$ cat src/hdl/sdld_pkg.sv
// shared constants, types and helpers of the scan data line decoder
`default_nettype none
package sdld_pkg;

    localparam int LINE_CHARS = 72;
    localparam int POS_W      = $clog2(LINE_CHARS);
    localparam int LEN_W      = $clog2(LINE_CHARS + 1);
    localparam int EXT_W      = POS_W + 2;
    localparam int CNT_W      = 12;
    localparam int TIME_W     = 24;
    localparam int WRAP_W     = 16;
    localparam int VAL_W      = 18;
    localparam int CFG_W      = 12;
    localparam int CFG_IDX_W  = 1;

    localparam logic [7:0] BYTE_LF   = 8'h0A;
    localparam logic [7:0] CHAR_BIAS = 8'h30;
    localparam logic [CNT_W-1:0] MAX_READINGS_RESET = 12'd2048;
    localparam logic [2:0] GROUP_SHORT = 3'd3;
    localparam logic [2:0] GROUP_LONG  = 3'd6;
    localparam logic [1:0] REPEAT_SAT  = 2'd3;
    localparam logic [1:0] REPEAT_LIMIT = 2'd2;
    localparam logic [LEN_W-1:0] TS_CHARS = LEN_W'(5);

    localparam logic [CFG_IDX_W-1:0] CFG_INTENSITY_MODE = 1'b0;
    localparam logic [CFG_IDX_W-1:0] CFG_MAX_READINGS   = 1'b1;

    typedef enum logic [1:0] {
        KIND_TIME    = 2'd0,
        KIND_READING = 2'd1,
        KIND_END     = 2'd2,
        KIND_ERROR   = 2'd3
    } t_kind;

    typedef enum logic [2:0] {
        ERR_TIME_CHK = 3'd0,
        ERR_DATA_CHK = 3'd1,
        ERR_TOO_MANY = 3'd2,
        ERR_REPEAT   = 3'd3,
        ERR_TOO_LONG = 3'd4
    } t_err;

    typedef struct packed {
        logic  in_await;
        logic  disc;
        logic  store;
        logic  overflow;
        logic  line_clear;
        logic  zero_carry;
        logic  grp_setup;
        logic  rep_upd;
        logic  time_commit;
        logic  grp_start;
        logic  rd_grp;
        logic  grp_next;
        logic  mv_setup;
        logic  mv_rd;
        logic  mv_wr;
        logic  emit;
        t_kind kind;
        t_err  err;
    } t_dp_cmd;

    typedef struct packed {
        logic lf;
        logic len_zero;
        logic overflow;
        logic ts_ok;
        logic data_ok;
        logic rep_fail;
        logic grp_more;
        logic limit;
        logic k_last;
        logic mv_more;
        logic out_free;
    } t_dp_status;

    function automatic logic [5:0] char_val(input logic [7:0] b);
        char_val = b[5:0] - CHAR_BIAS[5:0];
    endfunction

endpackage
`default_nettype wire

$ cat src/hdl/sdld_if.sv
// byte and result channel interfaces
`default_nettype none
interface sdld_byte_if;
    logic       valid;
    logic       ready;
    logic [7:0] rx_byte;
    modport source (output valid, output rx_byte, input ready);
    modport sink   (input valid, input rx_byte, output ready);
endinterface

interface sdld_result_if;
    logic        valid;
    logic        ready;
    logic [1:0]  result_kind;
    logic [17:0] range_mm;
    logic [17:0] intensity;
    logic [39:0] time_ms;
    logic [2:0]  error_code;
    logic        last;
    modport source (output valid, output result_kind, output range_mm, output intensity,
                    output time_ms, output error_code, output last, input ready);
    modport sink   (input valid, input result_kind, input range_mm, input intensity,
                    input time_ms, input error_code, input last, output ready);
endinterface
`default_nettype wire

$ cat src/hdl/sdld_ram.sv
// generic single write port ram with registered read
`default_nettype none
module sdld_ram #(
    parameter int WIDTH = 8,
    parameter int DEPTH = 72
) (
    input  wire logic                     i_clk,
    input  wire logic                     i_we,
    input  wire logic [$clog2(DEPTH)-1:0] i_waddr,
    input  wire logic [WIDTH-1:0]         i_wdata,
    input  wire logic                     i_re,
    input  wire logic [$clog2(DEPTH)-1:0] i_raddr,
    output logic      [WIDTH-1:0]         o_rdata
);
    logic [WIDTH-1:0] r_mem [DEPTH];

    always_ff @(posedge i_clk) begin
        if (i_we) begin
            r_mem[i_waddr] <= i_wdata;
        end
        if (i_re) begin
            o_rdata <= r_mem[i_raddr];
        end
    end
endmodule
`default_nettype wire

$ cat src/hdl/sdld_ctrl.sv
// sequencer: line phase and per-line decode steps
`default_nettype none
module sdld_ctrl (
    input  wire logic                i_clk,
    input  wire logic                i_rst_n,
    input  wire logic                i_in_valid,
    output logic                     o_in_ready,
    input  wire sdld_pkg::t_dp_status i_st,
    output sdld_pkg::t_dp_cmd        o_cmd
);
    typedef enum logic [1:0] {PH_AWAIT, PH_DATA, PH_DISCARD} t_phase;
    typedef enum logic [3:0] {
        S_IDLE, S_TIME, S_END, S_FAIL, S_GCHK, S_GRD, S_GLAST, S_GOUT, S_MCHK, S_MWR
    } t_state;

    t_state         r_state, n_state;
    t_phase         r_phase, n_phase;
    sdld_pkg::t_err r_err, n_err;
    logic           take;

    assign o_in_ready = (r_state == S_IDLE);
    assign take = i_in_valid && o_in_ready;

    always_comb begin
        n_state = r_state;
        n_phase = r_phase;
        n_err   = r_err;
        o_cmd   = '0;
        o_cmd.kind = sdld_pkg::KIND_ERROR;
        o_cmd.err  = r_err;
        o_cmd.in_await = (r_phase == PH_AWAIT);
        unique case (r_state)
            S_IDLE: begin
                if (take) begin
                    if (r_phase == PH_DISCARD) begin
                        o_cmd.disc = 1'b1;
                        if (i_st.lf && i_st.len_zero) begin
                            n_phase = PH_AWAIT;
                        end
                    end else begin
                        o_cmd.zero_carry = (r_phase == PH_AWAIT);
                        if (!i_st.lf) begin
                            if (i_st.overflow) begin
                                o_cmd.overflow = 1'b1;
                                n_err   = sdld_pkg::ERR_TOO_LONG;
                                n_state = S_FAIL;
                            end else begin
                                o_cmd.store = 1'b1;
                            end
                        end else begin
                            o_cmd.line_clear = 1'b1;
                            if (r_phase == PH_AWAIT) begin
                                if (!i_st.len_zero) begin
                                    if (i_st.ts_ok) begin
                                        n_state = S_TIME;
                                    end else begin
                                        n_err   = sdld_pkg::ERR_TIME_CHK;
                                        n_state = S_FAIL;
                                    end
                                end
                            end else if (i_st.len_zero) begin
                                n_state = S_END;
                            end else if (i_st.data_ok) begin
                                o_cmd.grp_setup = 1'b1;
                                n_state = S_GCHK;
                            end else begin
                                n_err   = sdld_pkg::ERR_DATA_CHK;
                                n_state = S_FAIL;
                            end
                        end
                    end
                end
            end
            S_TIME: begin
                if (i_st.out_free) begin
                    o_cmd.rep_upd = 1'b1;
                    o_cmd.emit    = 1'b1;
                    n_state = S_IDLE;
                    if (i_st.rep_fail) begin
                        o_cmd.err = sdld_pkg::ERR_REPEAT;
                        n_phase = PH_DISCARD;
                    end else begin
                        o_cmd.kind        = sdld_pkg::KIND_TIME;
                        o_cmd.time_commit = 1'b1;
                        n_phase = PH_DATA;
                    end
                end
            end
            S_END: begin
                if (i_st.out_free) begin
                    o_cmd.emit       = 1'b1;
                    o_cmd.kind       = sdld_pkg::KIND_END;
                    o_cmd.zero_carry = 1'b1;
                    n_phase = PH_AWAIT;
                    n_state = S_IDLE;
                end
            end
            S_FAIL: begin
                if (i_st.out_free) begin
                    o_cmd.emit = 1'b1;
                    n_phase = PH_DISCARD;
                    n_state = S_IDLE;
                end
            end
            S_GCHK: begin
                if (!i_st.grp_more) begin
                    o_cmd.mv_setup = 1'b1;
                    n_state = S_MCHK;
                end else if (i_st.limit) begin
                    n_err   = sdld_pkg::ERR_TOO_MANY;
                    n_state = S_FAIL;
                end else begin
                    o_cmd.grp_start = 1'b1;
                    n_state = S_GRD;
                end
            end
            S_GRD: begin
                o_cmd.rd_grp = 1'b1;
                if (i_st.k_last) begin
                    n_state = S_GLAST;
                end
            end
            S_GLAST: n_state = S_GOUT;
            S_GOUT: begin
                if (i_st.out_free) begin
                    o_cmd.emit     = 1'b1;
                    o_cmd.kind     = sdld_pkg::KIND_READING;
                    o_cmd.grp_next = 1'b1;
                    n_state = S_GCHK;
                end
            end
            S_MCHK: begin
                if (i_st.mv_more) begin
                    o_cmd.mv_rd = 1'b1;
                    n_state = S_MWR;
                end else begin
                    n_state = S_IDLE;
                end
            end
            S_MWR: begin
                o_cmd.mv_wr = 1'b1;
                n_state = S_MCHK;
            end
            default: n_state = S_IDLE;
        endcase
    end

    always_ff @(posedge i_clk) begin
        if (!i_rst_n) begin
            r_state <= S_IDLE;
            r_phase <= PH_AWAIT;
            r_err   <= sdld_pkg::ERR_TIME_CHK;
        end else begin
            r_state <= n_state;
            r_phase <= n_phase;
            r_err   <= n_err;
        end
    end
endmodule
`default_nettype wire

$ cat src/hdl/sdld_dp.sv
// datapath: line store, checksums, time tracking, group decode, result register
`default_nettype none
module sdld_dp (
    input  wire logic                         i_clk,
    input  wire logic                         i_rst_n,
    input  wire logic                         i_cfg_we,
    input  wire logic [sdld_pkg::CFG_IDX_W-1:0] i_cfg_idx,
    input  wire logic [sdld_pkg::CFG_W-1:0]   i_cfg_data,
    input  wire logic [7:0]                   i_rx_byte,
    input  wire sdld_pkg::t_dp_cmd            i_cmd,
    output sdld_pkg::t_dp_status              o_st,
    sdld_result_if.source                     o_res
);
    localparam int POS_W = sdld_pkg::POS_W;
    localparam int LEN_W = sdld_pkg::LEN_W;
    localparam int EXT_W = sdld_pkg::EXT_W;

    logic                        r_imode;
    logic [sdld_pkg::CNT_W-1:0]  r_max;
    logic [LEN_W-1:0]            r_len;
    logic [2:0]                  r_carry;
    logic [5:0]                  r_sum;
    logic [7:0]                  r_lastb;
    logic [5:0]                  r_ts_sum;
    logic [7:0]                  r_ts_chk;
    logic [sdld_pkg::TIME_W-1:0] r_t;
    logic [sdld_pkg::TIME_W-1:0] r_prev;
    logic [sdld_pkg::WRAP_W-1:0] r_wrap;
    logic [1:0]                  r_rep;
    logic [sdld_pkg::CNT_W-1:0]  r_rcount;
    logic [POS_W-1:0]            r_total;
    logic [POS_W-1:0]            r_pos;
    logic [2:0]                  r_k;
    logic                        r_rdv;
    logic [35:0]                 r_acc;

    logic                        r_ovalid;
    logic [1:0]                  r_okind;
    logic [17:0]                 r_orange;
    logic [17:0]                 r_ointen;
    logic [39:0]                 r_otime;
    logic [2:0]                  r_oerr;
    logic                        r_olast;

    logic [2:0]                  size;
    logic [2:0]                  eff_carry;
    logic [LEN_W:0]              fill;
    logic [POS_W-1:0]            waddr;
    logic [5:0]                  cv;
    logic [5:0]                  sum_excl;
    logic [7:0]                  data_chk;
    logic [7:0]                  ts_want;
    logic [EXT_W-1:0]            pos_ext, total_ext, size_ext;
    logic                        t_eq;
    logic [sdld_pkg::WRAP_W-1:0] wrap_n;
    logic                        ram_we;
    logic [POS_W-1:0]            ram_waddr;
    logic [7:0]                  ram_wdata;
    logic                        ram_re;
    logic [POS_W-1:0]            ram_raddr;
    logic [7:0]                  ram_rdata;
    logic                        rd_last;

    assign size      = r_imode ? sdld_pkg::GROUP_LONG : sdld_pkg::GROUP_SHORT;
    assign eff_carry = i_cmd.in_await ? 3'd0 : r_carry;
    assign fill      = (LEN_W+1)'(eff_carry) + (LEN_W+1)'(r_len);
    assign waddr     = POS_W'(fill);
    assign cv        = sdld_pkg::char_val(i_rx_byte);
    assign sum_excl  = r_sum - r_lastb[5:0];
    assign data_chk  = {2'b00, sum_excl} + sdld_pkg::CHAR_BIAS;
    assign ts_want   = {2'b00, r_ts_sum} + sdld_pkg::CHAR_BIAS;
    assign pos_ext   = EXT_W'(r_pos);
    assign total_ext = EXT_W'(r_total);
    assign size_ext  = EXT_W'(size);
    assign t_eq      = (r_t == r_prev);
    assign wrap_n    = (r_t < r_prev) ? r_wrap + 1'b1 : r_wrap;
    assign rd_last   = (pos_ext + size_ext + size_ext) > total_ext;

    always_comb begin
        o_st.lf       = (i_rx_byte == sdld_pkg::BYTE_LF);
        o_st.len_zero = (r_len == '0);
        o_st.overflow = fill >= (LEN_W+1)'(sdld_pkg::LINE_CHARS);
        o_st.ts_ok    = (r_len >= sdld_pkg::TS_CHARS) && (r_ts_chk == ts_want);
        o_st.data_ok  = (r_lastb == data_chk);
        o_st.rep_fail = t_eq && (r_rep >= sdld_pkg::REPEAT_LIMIT);
        o_st.grp_more = (pos_ext + size_ext) <= total_ext;
        o_st.limit    = (r_rcount >= r_max);
        o_st.k_last   = (r_k == size - 3'd1);
        o_st.mv_more  = (r_k < r_carry);
        o_st.out_free = !r_ovalid || o_res.ready;
    end

    // one port writes bytes or moved carry chars, the other reads groups or carry chars
    assign ram_we    = i_cmd.store || i_cmd.mv_wr;
    assign ram_waddr = i_cmd.mv_wr ? POS_W'(r_k) : waddr;
    assign ram_wdata = i_cmd.mv_wr ? ram_rdata : i_rx_byte;
    assign ram_re    = i_cmd.rd_grp || i_cmd.mv_rd;
    assign ram_raddr = r_pos + POS_W'(r_k);

    sdld_ram #(.WIDTH(8), .DEPTH(sdld_pkg::LINE_CHARS)) u_store (
        .i_clk   (i_clk),
        .i_we    (ram_we),
        .i_waddr (ram_waddr),
        .i_wdata (ram_wdata),
        .i_re    (ram_re),
        .i_raddr (ram_raddr),
        .o_rdata (ram_rdata)
    );

    always_ff @(posedge i_clk) begin
        if (!i_rst_n) begin
            r_imode  <= 1'b0;
            r_max    <= sdld_pkg::MAX_READINGS_RESET;
            r_len    <= '0;
            r_carry  <= '0;
            r_sum    <= '0;
            r_prev   <= '0;
            r_wrap   <= '0;
            r_rep    <= '0;
            r_rcount <= '0;
            r_rdv    <= 1'b0;
            r_ovalid <= 1'b0;
        end else begin
            if (i_cfg_we) begin
                if (i_cfg_idx == sdld_pkg::CFG_INTENSITY_MODE) begin
                    r_imode <= i_cfg_data[0];
                end else begin
                    r_max <= i_cfg_data;
                end
            end
            if (i_cmd.zero_carry) begin
                r_carry <= '0;
            end
            if (i_cmd.disc) begin
                r_len <= (i_rx_byte == sdld_pkg::BYTE_LF) ? '0 : LEN_W'(1);
                r_sum <= '0;
            end
            if (i_cmd.overflow) begin
                r_len <= LEN_W'(1);
            end
            if (i_cmd.store) begin
                r_len   <= r_len + 1'b1;
                r_sum   <= r_sum + i_rx_byte[5:0];
                r_lastb <= i_rx_byte;
                case (r_len)
                    LEN_W'(0): begin
                        r_t[23:18] <= cv;
                        r_ts_sum   <= i_rx_byte[5:0];
                    end
                    LEN_W'(1): begin
                        r_t[17:12] <= cv;
                        r_ts_sum   <= r_ts_sum + i_rx_byte[5:0];
                    end
                    LEN_W'(2): begin
                        r_t[11:6] <= cv;
                        r_ts_sum  <= r_ts_sum + i_rx_byte[5:0];
                    end
                    LEN_W'(3): begin
                        r_t[5:0] <= cv;
                        r_ts_sum <= r_ts_sum + i_rx_byte[5:0];
                    end
                    LEN_W'(4): r_ts_chk <= i_rx_byte;
                    default: ;
                endcase
            end
            if (i_cmd.line_clear) begin
                r_len <= '0;
                r_sum <= '0;
            end
            if (i_cmd.grp_setup) begin
                // characters ahead of the checksum char, carry included
                r_total <= POS_W'(fill - (LEN_W+1)'(1));
                r_pos   <= '0;
            end
            if (i_cmd.rep_upd) begin
                if (!t_eq) begin
                    r_rep <= '0;
                end else if (r_rep != sdld_pkg::REPEAT_SAT) begin
                    r_rep <= r_rep + 1'b1;
                end
            end
            if (i_cmd.time_commit) begin
                r_wrap   <= wrap_n;
                r_prev   <= r_t;
                r_rcount <= '0;
                r_carry  <= '0;
            end
            if (i_cmd.grp_start) begin
                r_k <= '0;
            end
            if (i_cmd.rd_grp || i_cmd.mv_wr) begin
                r_k <= r_k + 1'b1;
            end
            r_rdv <= i_cmd.rd_grp;
            if (r_rdv) begin
                r_acc <= {r_acc[29:0], sdld_pkg::char_val(ram_rdata)};
            end
            if (i_cmd.grp_next) begin
                r_pos    <= r_pos + POS_W'(size);
                r_rcount <= r_rcount + 1'b1;
            end
            if (i_cmd.mv_setup) begin
                r_carry <= 3'(r_total - r_pos);
                r_k     <= '0;
            end
            if (i_cmd.emit) begin
                r_ovalid <= 1'b1;
            end else if (o_res.ready) begin
                r_ovalid <= 1'b0;
            end
        end
    end

    always_ff @(posedge i_clk) begin
        if (i_cmd.emit) begin
            r_okind  <= i_cmd.kind;
            r_orange <= (i_cmd.kind == sdld_pkg::KIND_READING) ?
                        (r_imode ? r_acc[35:18] : r_acc[17:0]) : '0;
            r_ointen <= ((i_cmd.kind == sdld_pkg::KIND_READING) && r_imode) ?
                        r_acc[17:0] : '0;
            r_otime  <= (i_cmd.kind == sdld_pkg::KIND_TIME) ? {wrap_n, r_t} : '0;
            r_oerr   <= (i_cmd.kind == sdld_pkg::KIND_ERROR) ? i_cmd.err : '0;
            r_olast  <= (i_cmd.kind == sdld_pkg::KIND_READING) ? rd_last : 1'b1;
        end
    end

    assign o_res.valid       = r_ovalid;
    assign o_res.result_kind = r_okind;
    assign o_res.range_mm    = r_orange;
    assign o_res.intensity   = r_ointen;
    assign o_res.time_ms     = r_otime;
    assign o_res.error_code  = r_oerr;
    assign o_res.last        = r_olast;
endmodule
`default_nettype wire

$ cat src/hdl/scan_data_line_decoder.sv
// top level of the scan reply line decoder
//
// i_byte carries received characters of a scan reply, one per transfer; 0x0A
// ends a line. o_result carries decoded items: a timestamp after the first
// line, readings after each data line, a scan end after an empty line, and
// errors, with last marking the final result caused by one byte.
// A character that ends no line leaves i_byte.ready high, unless it
// overflows the line store. A data line end sets off a decode sequence:
// groups of 3 or 6 chars read one a cycle from the single line store read
// port, then each carried character moved to the front; i_byte.ready stays
// low meanwhile. Results pass through one output register, so a byte can
// be taken while the last result still waits; when the receiver stalls,
// the sequencer holds at its next result until the register frees up.
// Configuration (i_cfg_*) must be written while the block is idle, which is
// not enforced here: index 0 is intensity mode, index 1 the readings limit
// per scan. Reset (synchronous, active low) returns to waiting for a
// timestamp line, clears the time history and the output register; the
// line store needs no clearing since only written entries are read.
`default_nettype none
module scan_data_line_decoder (
    input  wire logic                           i_clk,
    input  wire logic                           i_rst_n,
    input  wire logic                           i_cfg_we,
    input  wire logic [sdld_pkg::CFG_IDX_W-1:0] i_cfg_idx,
    input  wire logic [sdld_pkg::CFG_W-1:0]     i_cfg_data,
    sdld_byte_if.sink                           i_byte,
    sdld_result_if.source                       o_result
);
    sdld_pkg::t_dp_cmd    cmd;
    sdld_pkg::t_dp_status st;

    sdld_ctrl u_ctrl (
        .i_clk      (i_clk),
        .i_rst_n    (i_rst_n),
        .i_in_valid (i_byte.valid),
        .o_in_ready (i_byte.ready),
        .i_st       (st),
        .o_cmd      (cmd)
    );

    sdld_dp u_dp (
        .i_clk      (i_clk),
        .i_rst_n    (i_rst_n),
        .i_cfg_we   (i_cfg_we),
        .i_cfg_idx  (i_cfg_idx),
        .i_cfg_data (i_cfg_data),
        .i_rx_byte  (i_byte.rx_byte),
        .i_cmd      (cmd),
        .o_st       (st),
        .o_res      (o_result)
    );

    a_err_code_only_on_error: assert property (@(posedge i_clk) disable iff (!i_rst_n)
        o_result.valid && (o_result.result_kind != sdld_pkg::KIND_ERROR)
            |-> (o_result.error_code == '0))
        else $error("error code on a non-error result");

    a_time_only_on_timestamp: assert property (@(posedge i_clk) disable iff (!i_rst_n)
        o_result.valid && (o_result.result_kind != sdld_pkg::KIND_TIME)
            |-> (o_result.time_ms == '0))
        else $error("time on a non-timestamp result");

    a_non_reading_fields: assert property (@(posedge i_clk) disable iff (!i_rst_n)
        o_result.valid && (o_result.result_kind != sdld_pkg::KIND_READING)
            |-> (o_result.range_mm == '0) && (o_result.intensity == '0) && o_result.last)
        else $error("non-reading result with range data or not last");

    a_no_byte_while_decoding: assert property (@(posedge i_clk) disable iff (!i_rst_n)
        cmd.rd_grp || cmd.mv_rd || cmd.mv_wr |-> !i_byte.ready)
        else $error("byte port open during line decode");
endmodule
`default_nettype wire

$ cat src/flat_wrapper.sv
// flat-port wrapper written by rule: the top's interface ports become plain ports
module scan_data_line_decoder_flat 
  (i_clk, i_rst_n, i_cfg_we, i_cfg_idx, i_cfg_data, i_byte_valid, i_byte_rx_byte, i_byte_ready, o_result_valid, o_result_result_kind, o_result_range_mm, o_result_intensity, o_result_time_ms, o_result_error_code, o_result_last, o_result_ready);
  sdld_byte_if i_byte_i ();
  sdld_result_if o_result_i ();
  input  wire logic i_clk;
  input  wire logic i_rst_n;
  input  wire logic i_cfg_we;
  input  wire logic [sdld_pkg::CFG_IDX_W-1:0] i_cfg_idx;
  input  wire logic [sdld_pkg::CFG_W-1:0] i_cfg_data;
  input wire logic [$bits(i_byte_i.valid)-1:0] i_byte_valid;
  input wire logic [$bits(i_byte_i.rx_byte)-1:0] i_byte_rx_byte;
  output wire logic [$bits(i_byte_i.ready)-1:0] i_byte_ready;
  output wire logic [$bits(o_result_i.valid)-1:0] o_result_valid;
  output wire logic [$bits(o_result_i.result_kind)-1:0] o_result_result_kind;
  output wire logic [$bits(o_result_i.range_mm)-1:0] o_result_range_mm;
  output wire logic [$bits(o_result_i.intensity)-1:0] o_result_intensity;
  output wire logic [$bits(o_result_i.time_ms)-1:0] o_result_time_ms;
  output wire logic [$bits(o_result_i.error_code)-1:0] o_result_error_code;
  output wire logic [$bits(o_result_i.last)-1:0] o_result_last;
  input wire logic [$bits(o_result_i.ready)-1:0] o_result_ready;
  assign i_byte_i.valid = i_byte_valid;
  assign i_byte_i.rx_byte = i_byte_rx_byte;
  assign i_byte_ready = i_byte_i.ready;
  assign o_result_valid = o_result_i.valid;
  assign o_result_result_kind = o_result_i.result_kind;
  assign o_result_range_mm = o_result_i.range_mm;
  assign o_result_intensity = o_result_i.intensity;
  assign o_result_time_ms = o_result_i.time_ms;
  assign o_result_error_code = o_result_i.error_code;
  assign o_result_last = o_result_i.last;
  assign o_result_i.ready = o_result_ready;
  scan_data_line_decoder u_core (.i_clk(i_clk), .i_rst_n(i_rst_n), .i_cfg_we(i_cfg_we), .i_cfg_idx(i_cfg_idx), .i_cfg_data(i_cfg_data), .i_byte(i_byte_i), .o_result(o_result_i));
endmodule
$ cat config.mk
export PLATFORM = sky130hd
export DESIGN_NAME = scan_data_line_decoder_flat
export DESIGN_NICKNAME = d
export VERILOG_FILES = /design/src/hdl/sdld_pkg.sv /design/src/hdl/sdld_if.sv /design/src/hdl/sdld_ram.sv /design/src/hdl/sdld_ctrl.sv /design/src/hdl/sdld_dp.sv /design/src/hdl/scan_data_line_decoder.sv /design/src/flat_wrapper.sv
export SDC_FILE = /design/constraint.sdc
export NUM_CORES = 1
export LEC_CHECK = 0
export ABC_AREA = 1
export BUFFER_PORTS_ARGS = -buffer_cell sky130_fd_sc_hd__buf_4
export CAP_MARGIN = 20
export CELL_PAD_IN_SITES_DETAIL_PLACEMENT = 1
export CELL_PAD_IN_SITES_GLOBAL_PLACEMENT = 2
export CORE_UTILIZATION = 38
export DETAILED_ROUTE_END_ITERATION = 8
export PLACE_DENSITY = 0.78
export SLEW_MARGIN = 20
export SYNTH_ARGS = -nofsm -noshare
export SYNTH_HDL_FRONTEND = slang
export SYNTH_SLANG_ARGS = --single-unit
$ cat constraint.sdc
create_clock -name i_clk -period 4.93 [get_ports i_clk]
set_input_delay 0.2465 -clock i_clk [delete_from_list [all_inputs] [get_ports i_clk]]
set_output_delay 0.2465 -clock i_clk [all_outputs]
set_load 0.005 [all_outputs]
# After elaboration in Yosys (flattened, before gate mapping)
# Memory sizes are Yosys's and may differ from the RTL's. A register that Yosys moved wholly into a read port is not among the register bits.
# Cells that the tools add are included.
op_classes:
  n_div: 0
  bitwise: 2
  n_lt_le_gt_ge: 8
  multipliers: 0
  n_addsub: 20
  reduce_logical: 44
  shifts: 0
  n_eq_ne: 40
  n_mux: 100
ops:
  columns: ["cell", "n"]
  rows:
  - ["two-way mux 3 bit", 24]
  - ["two-way mux 4 bit", 13]
  - ["two-way mux 7 bit", 6]
  - ["case mux 4 bit (8 select lines)", 1]
  - ["two-way mux 2 bit", 14]
  - ["two-way mux 1 bit", 26]
  - ["equality test 24 bit", 1]
  - ["< comparator 24 bit", 1]
  - ["two-way mux 12 bit", 2]
  - ["two-way mux 6 bit", 4]
  - ["inequality test 2 x 1 -> 1 bit, second input constant", 11]
  - ["two-way mux 18 bit", 1]
  - ["AND reduction 3 bit", 6]
  - ["adder 16 x 1 -> 16 bit, second input constant", 1]
  - ["equality test 4 x 3 -> 1 bit, second input constant", 4]
  - ["equality test 8 x 7 -> 1 bit", 2]
  - ["two-way mux 16 bit", 1]
  - ["AND reduction 2 bit", 8]
  - ["adder 6 x 6 -> 7 bit, second input constant", 2]
  - ["adder 7 x 3 -> 7 bit", 2]
  - ["equality test 7 x 2 -> 1 bit, second input constant", 2]
  - ["AND reduction 7 bit", 2]
  - ["adder 12 x 1 -> 12 bit, second input constant", 1]
  - ["adder 6 bit", 2]
  - ["other kinds (52)", 77]
word_totals:
  n_memories: 1
  latchBits: 0
  regBits: 275
  rom_bits: 0
  mem_bits_rw: 576
memory_table:
  columns: ["memory", "depth", "word_bits", "rd", "rd_clocked_by_memory_dff", "wr", "line", "rtl"]
  rows:
  - ["u_core.u_dp.u_store.r_mem", 72, 8, 1, 1, 1, "sdld_ram.sv:15", "logic [WIDTH-1:0] r_mem [DEPTH];"]

# Depth between registers and ports, before layout
logic_depth:
  word_depth: 13
  mapped_depth: 26
  ltp_nobuf: 23

# By module
# A second synthesis with hierarchy kept.
unflattened:
  cells_unflattened: 3619
  area_unflattened_um2: 38273.0
modules_own_cells:
  columns: ["mod", "area_per_inst_um2", "instances", "cells_per_inst"]
  rows:
  - ["sdld_ram", 23815.3, 1, 2012]
  - ["sdld_dp", 13568.0, 1, 1452]
  - ["sdld_ctrl", 889.6, 1, 155]

# Worst setup path before layout
# OpenSTA, ideal clock, no wires.
synth_timing:
  path_type: "register to register"
  startpoint: "register u_core.u_ctrl.r_state[2]"
  endpoint: "register u_core.u_dp.r_oerr[0] (netlist: u_core.u_dp.o_res.error_code[0]), enable pin"
  required_ns: 4.379
  path_slack_ns: -0.260
  path_stages_with_launch: 5
  t_arrival_ns: 4.639
  cell_sequence: "dfxtp_1 > nand2_1 > nor2_1 > inv_1 > a21oi_1"
synth_rtl:
  columns: ["element", "line", "rtl"]
  rows:
  - ["from (decl)", "sdld_ctrl.sv:16", "t_state r_state, n_state;"]
  - ["from (signal assigned)", "sdld_ctrl.sv:154", "r_state <= n_state;"]
  - ["to (signal assigned)", "sdld_dp.sv:222", "r_oerr <= (i_cmd.kind == sdld_pkg::KIND_ERROR) ? i_cmd.err : '0;"]
  - ["to (decl)", "sdld_dp.sv:42", "logic [2:0] r_oerr;"]

# Worst setup path in the final report
layout_timing:
  startpoint: "register u_core.u_ctrl.r_phase[1]"
  endpoint: "memory u_core.u_dp.u_store.r_mem[60][3], enable pin"
layout_via:
  elab_chain_cells: 12
layout_lines:
  columns: ["element", "line", "rtl"]
  rows:
  - ["from (decl)", "sdld_ctrl.sv:17", "t_phase r_phase, n_phase;"]
  - ["from (signal assigned)", "sdld_ctrl.sv:155", "r_phase <= n_phase;"]
  - ["zero test 2 bit", "sdld_ctrl.sv:31", "o_cmd.in_await = (r_phase == PH_AWAIT);"]
  - ["two-way mux 3 bit", "sdld_dp.sv:65", "assign eff_carry = i_cmd.in_await ? 3'd0 : r_carry;"]
  - ["adder 3 x 7 -> 8 bit", "sdld_dp.sv:66", "assign fill = (LEN_W+1)'(eff_carry) + (LEN_W+1)'(r_len);"]
  - [">= comparator 8 x 7 -> 1 bit", "sdld_dp.sv:82", "o_st.overflow = fill >= (LEN_W+1)'(sdld_pkg::LINE_CHARS);"]
  - ["two-way mux 1 bit", "sdld_ctrl.sv:43", "if (i_st.overflow) begin"]
  - ["two-way mux 2 bit", "sdld_ctrl.sv:42", "if (!i_st.lf) begin"]
  - ["two-way mux 5 bit", "sdld_ctrl.sv:35", "if (r_phase == PH_DISCARD) begin"]
  - ["two-way mux 6 bit", "sdld_ctrl.sv:34", "if (take) begin"]
  - ["two-way mux 4 bit", "sdld_ctrl.sv:32", "unique case (r_state)"]
  - ["logical OR 1 bit", "sdld_dp.sv:94", "assign ram_we = i_cmd.store || i_cmd.mv_wr;"]
  - ["two-way mux 1 bit", "sdld_ram.sv:18", "if (i_we) begin"]
  - ["two-way mux 1 bit (not written as such)", "sdld_ram.sv:19", "r_mem[i_waddr] <= i_wdata;"]
  - ["to (decl)", "sdld_ram.sv:15", null]
# Several ways; a longest one is shown, not always the timed one.

==> qor.yml <==
timing:
  finalCriticalPeriod_ns: 3.96
  setup_ws_ns: 0.966
  finalMaxSlewViolations: 0
  fin_worst_skew_ns: 0.0530
  rsz0062_at_grt: "no"
  fmax_mhz: 252
  tightestPinTransition_ns: 1.13
  setup-tns-final_ns: 0
  whs_ns: 0.106
  setup_viol: 0
  slew_headroom_pct: 24.6
  fin_crit_sh_pct: 80.4
  hold_viol: 0
global_routing:
  grt.overflow.total: 0
  grt_pass1_vias: 23800
  grt_use_total_pct: 21.1
  grt_max_degree: 217
  antenna_found_initial: 0
  grt_pass1_wl_um: 139000
worst_setup_path:
  arrival_ns: 4.24
  ff2ff_path_depth: 17
  crit_type: "register to register"
  crit_fanout: 14
  crit_required_ns: 5.20
  crit_path_end_kind: "register"
  worst_setup_path_start_kind: "register"
drt:
  wl_um: 89800
  wl_per_cell_um: 21.1
  routed-via-count: 22600
  drtIter0Drc: 1316
  vias_per_cell: 5.30
  ant_nets: 0
  route.detailed.drc: 0
  drtPass1Iterations: 5
placement:
  port_buffers: 109
  gp_congestion: 0.799
  dp_hpwl_um: 57700
  pre_cts_slack_ns: 0.966
logic_synthesis:
  synth.top_cell.area_share_pct: 58.3
  synth-warning-count: 0
  synth_fp_nets: 3143
  yosys.area.top_type: "edfxtp_1"
  syn_area_mm2: 0.0319
  yosys-top-cells-count: "edfxtp_1, nor2_1, nand2_1, o21ai_0, inv_1"
  synthCells: 3018
  synth.ff_latch_count: 713
  async_reset_ff_share_pct: 0
  ys_top_cells_by_area: "edfxtp_1, dfxtp_1, nor2_1"
  yosysUniqueCellTypes: 51
  synth-edff-count: 619
  ys.flop_type: "edfxtp_1"
  yosysSeqAreaShare_pct: 64.2
  synth.avg_cell_area_um2: 10.6
  yosysMostFrequentCell: "edfxtp_1"
hold_path:
  holdPathStages: 2
  hold_path.class: "input port to register"
die:
  start_util_pct: 38.6
  io_pins: 110
  die_h_um: 292
  dieArea_mm2: 0.0851
  num_rows: 105
  core_mm2: 0.0825
  die_w_um: 292
cts:
  htree_levels: 3
  cts-root-buf: "clkbuf_16"
  path_clk_slew_ns: 0.06
  cts.sinks: 713
  cts_repair_resize_count: 0
  cts_setup_buffers: 0
  clock_path_buffers: 3
  cts_tree: "yes"
  cts_buffers: 80
  clock_latency_ns: 0.64
layout:
  layout.nets: 3252
  antennaDiodeCount: 0
  syn2layout_area_growth_pct: 15.2
  drive_above_1_share_pct: 10.3
  nFillCells: 8952
  final_util_pct: 44.5
power:
  p_leak_nw: 13.5
  total_power_mw: 16.3
  p_per_area_mw_per_mm2: 444
  worst_ir_drop_vdd_uv: 318
outcome:
  status: "complete, no violations"
job:
  maxCapViolations: 0
[cell type report]
| class | count | area (um2) | share of cell area [%] |
|---|---|---|---|
| timing repair buffer | 158 | 1280 | 3.49 |
| sequential | 713 | 20500 | 55.8 |
| multi-input combinational | 1884 | 9870 | 26.9 |
| inverter | 290 | 1100 | 2.99 |
| clock inverter | 46 | 533 | 1.45 |
| clock buffer | 99 | 2130 | 5.79 |
| tap | 1070 | 1340 | 3.65 |
[worst max-delay path: stages, from the launching register on]
cell and delay [ns]:
dfxtp_1 0.32, nor2_1 0.32, nor2_1 0.08, ha_1 0.22
fa_1 0.40, nand3_1 0.12, nand2_1 0.10, nand2_1 0.09
nand2_2 0.09, nor2_4 0.14, nand2_2 0.07, nand2_2 0.09
nand2_4 0.08, nor2_8 0.21, inv_2 0.10, nand2_8 0.15
nand3_2 0.42, nor2_1 0.56
[where the power goes]
part	switching, mW	internal (mW)	leakage [nW]	total (mW)
sequential	0.272	7.23	6.36	7.50
clock	2.54	3.52	1.29	6.06
combinational	1.78	0.963	5.83	2.75
[kinds of logic (layout without fill, tap and decap cells)]
group / Yosys count / in the layout / synth area share (%)
adders and majority gates: 99 / 99 / 4.03
DFF: 713 / 713 / 64.2
and+or+nand+nor: 1160 / 1160 / 15.4
xor gates and xnor gates: 46 / 46 / 1.29
buffers and inverters: 421 / 593 / 5.16
AOI/OAI and AO/OA: 579 / 579 / 9.96
[cell usage in the layout, fill, tap and decap left out, drive strengths merged, types with 5 or more instances in the layout]
| cell type | n |
|---|---|
| a211oi | 22 |
| a21oi | 135 |
| buf | 135 |
| bufinv | 8 |
| clkbuf | 99 |
| clkinv | 29 |
| clkinvlp | 5 |
| dfxtp | 94 |
| dlygate4sd3 | 23 |
| edfxtp | 619 |
| fa | 6 |
| ha | 93 |
| inv | 294 |
| nand2 | 437 |
| nand3 | 185 |
| nand4 | 24 |
| nor2 | 479 |
| nor3 | 22 |
| o211ai | 7 |
| o21ai | 291 |
| o22ai | 109 |
| or2 | 8 |
| xnor2 | 10 |
| xor2 | 36 |
[what timing repair did]
| item | in CTS | in global routing |
|---|---|---|
| endpoints found under the setup margin | 0 | 0 |
| endpoints found under the hold margin | 36 | 0 |
| hold buffers | 23 | 0 |
[state kept, by name, indices dropped and copies added, names as in the netlist, 8 cells and up]
register / count
u_core.u_dp.o_res.range_mm: 18
u_core.u_dp.r_wrap: 16
u_core.u_dp.r_lastb: 8
u_core.u_dp.o_res.intensity: 18
u_core.u_dp.r_prev: 24
u_core.u_dp.r_t: 24
u_core.u_dp.r_ts_chk: 8
u_core.u_dp.o_res.time_ms: 40
u_core.u_dp.u_store.r_mem: 432
u_core.u_dp.r_rcount: 12
u_core.u_dp.r_max: 12
u_core.u_dp.r_acc: 36
[through the flow]
stage / instances / instance area (um2)
2_1_floorplan: 3018 / 31900
3_3_place_gp: 4091 / 33800
3_5_place_dp: 4091 / 33800
4_1_cts: 4259 / 36700
5_1_grt: 4260 / 36700
6_report: 4260 / 36700
[metal layers]
layer | wire length [um] | GRT usage [%] | vias up
li1 | - | - | 10700
met1 | 40300 | 28.3 | 11200
met2 | 42700 | 35.1 | 554
met3 | 4600 | 3.46 | 143
met4 | 2140 | 5.87 | 0
met5 | 0 | 0 | -
[final timing paths]
kind | from | endpoint | slack, ns
min reg2reg | u_core.u_dp.r_acc[7] | u_core.u_dp.r_acc[13] | 0.44
min | i_rst_n | u_core.u_dp.r_max[11] | 0.11
max | u_core.u_ctrl.r_phase[1] | u_core.u_dp.u_store.r_mem[60][3] | 0.97
max reg2reg | u_core.u_ctrl.r_phase[1] | u_core.u_dp.u_store.r_mem[60][3] | 0.97
(Power assumes the default switching activity.)
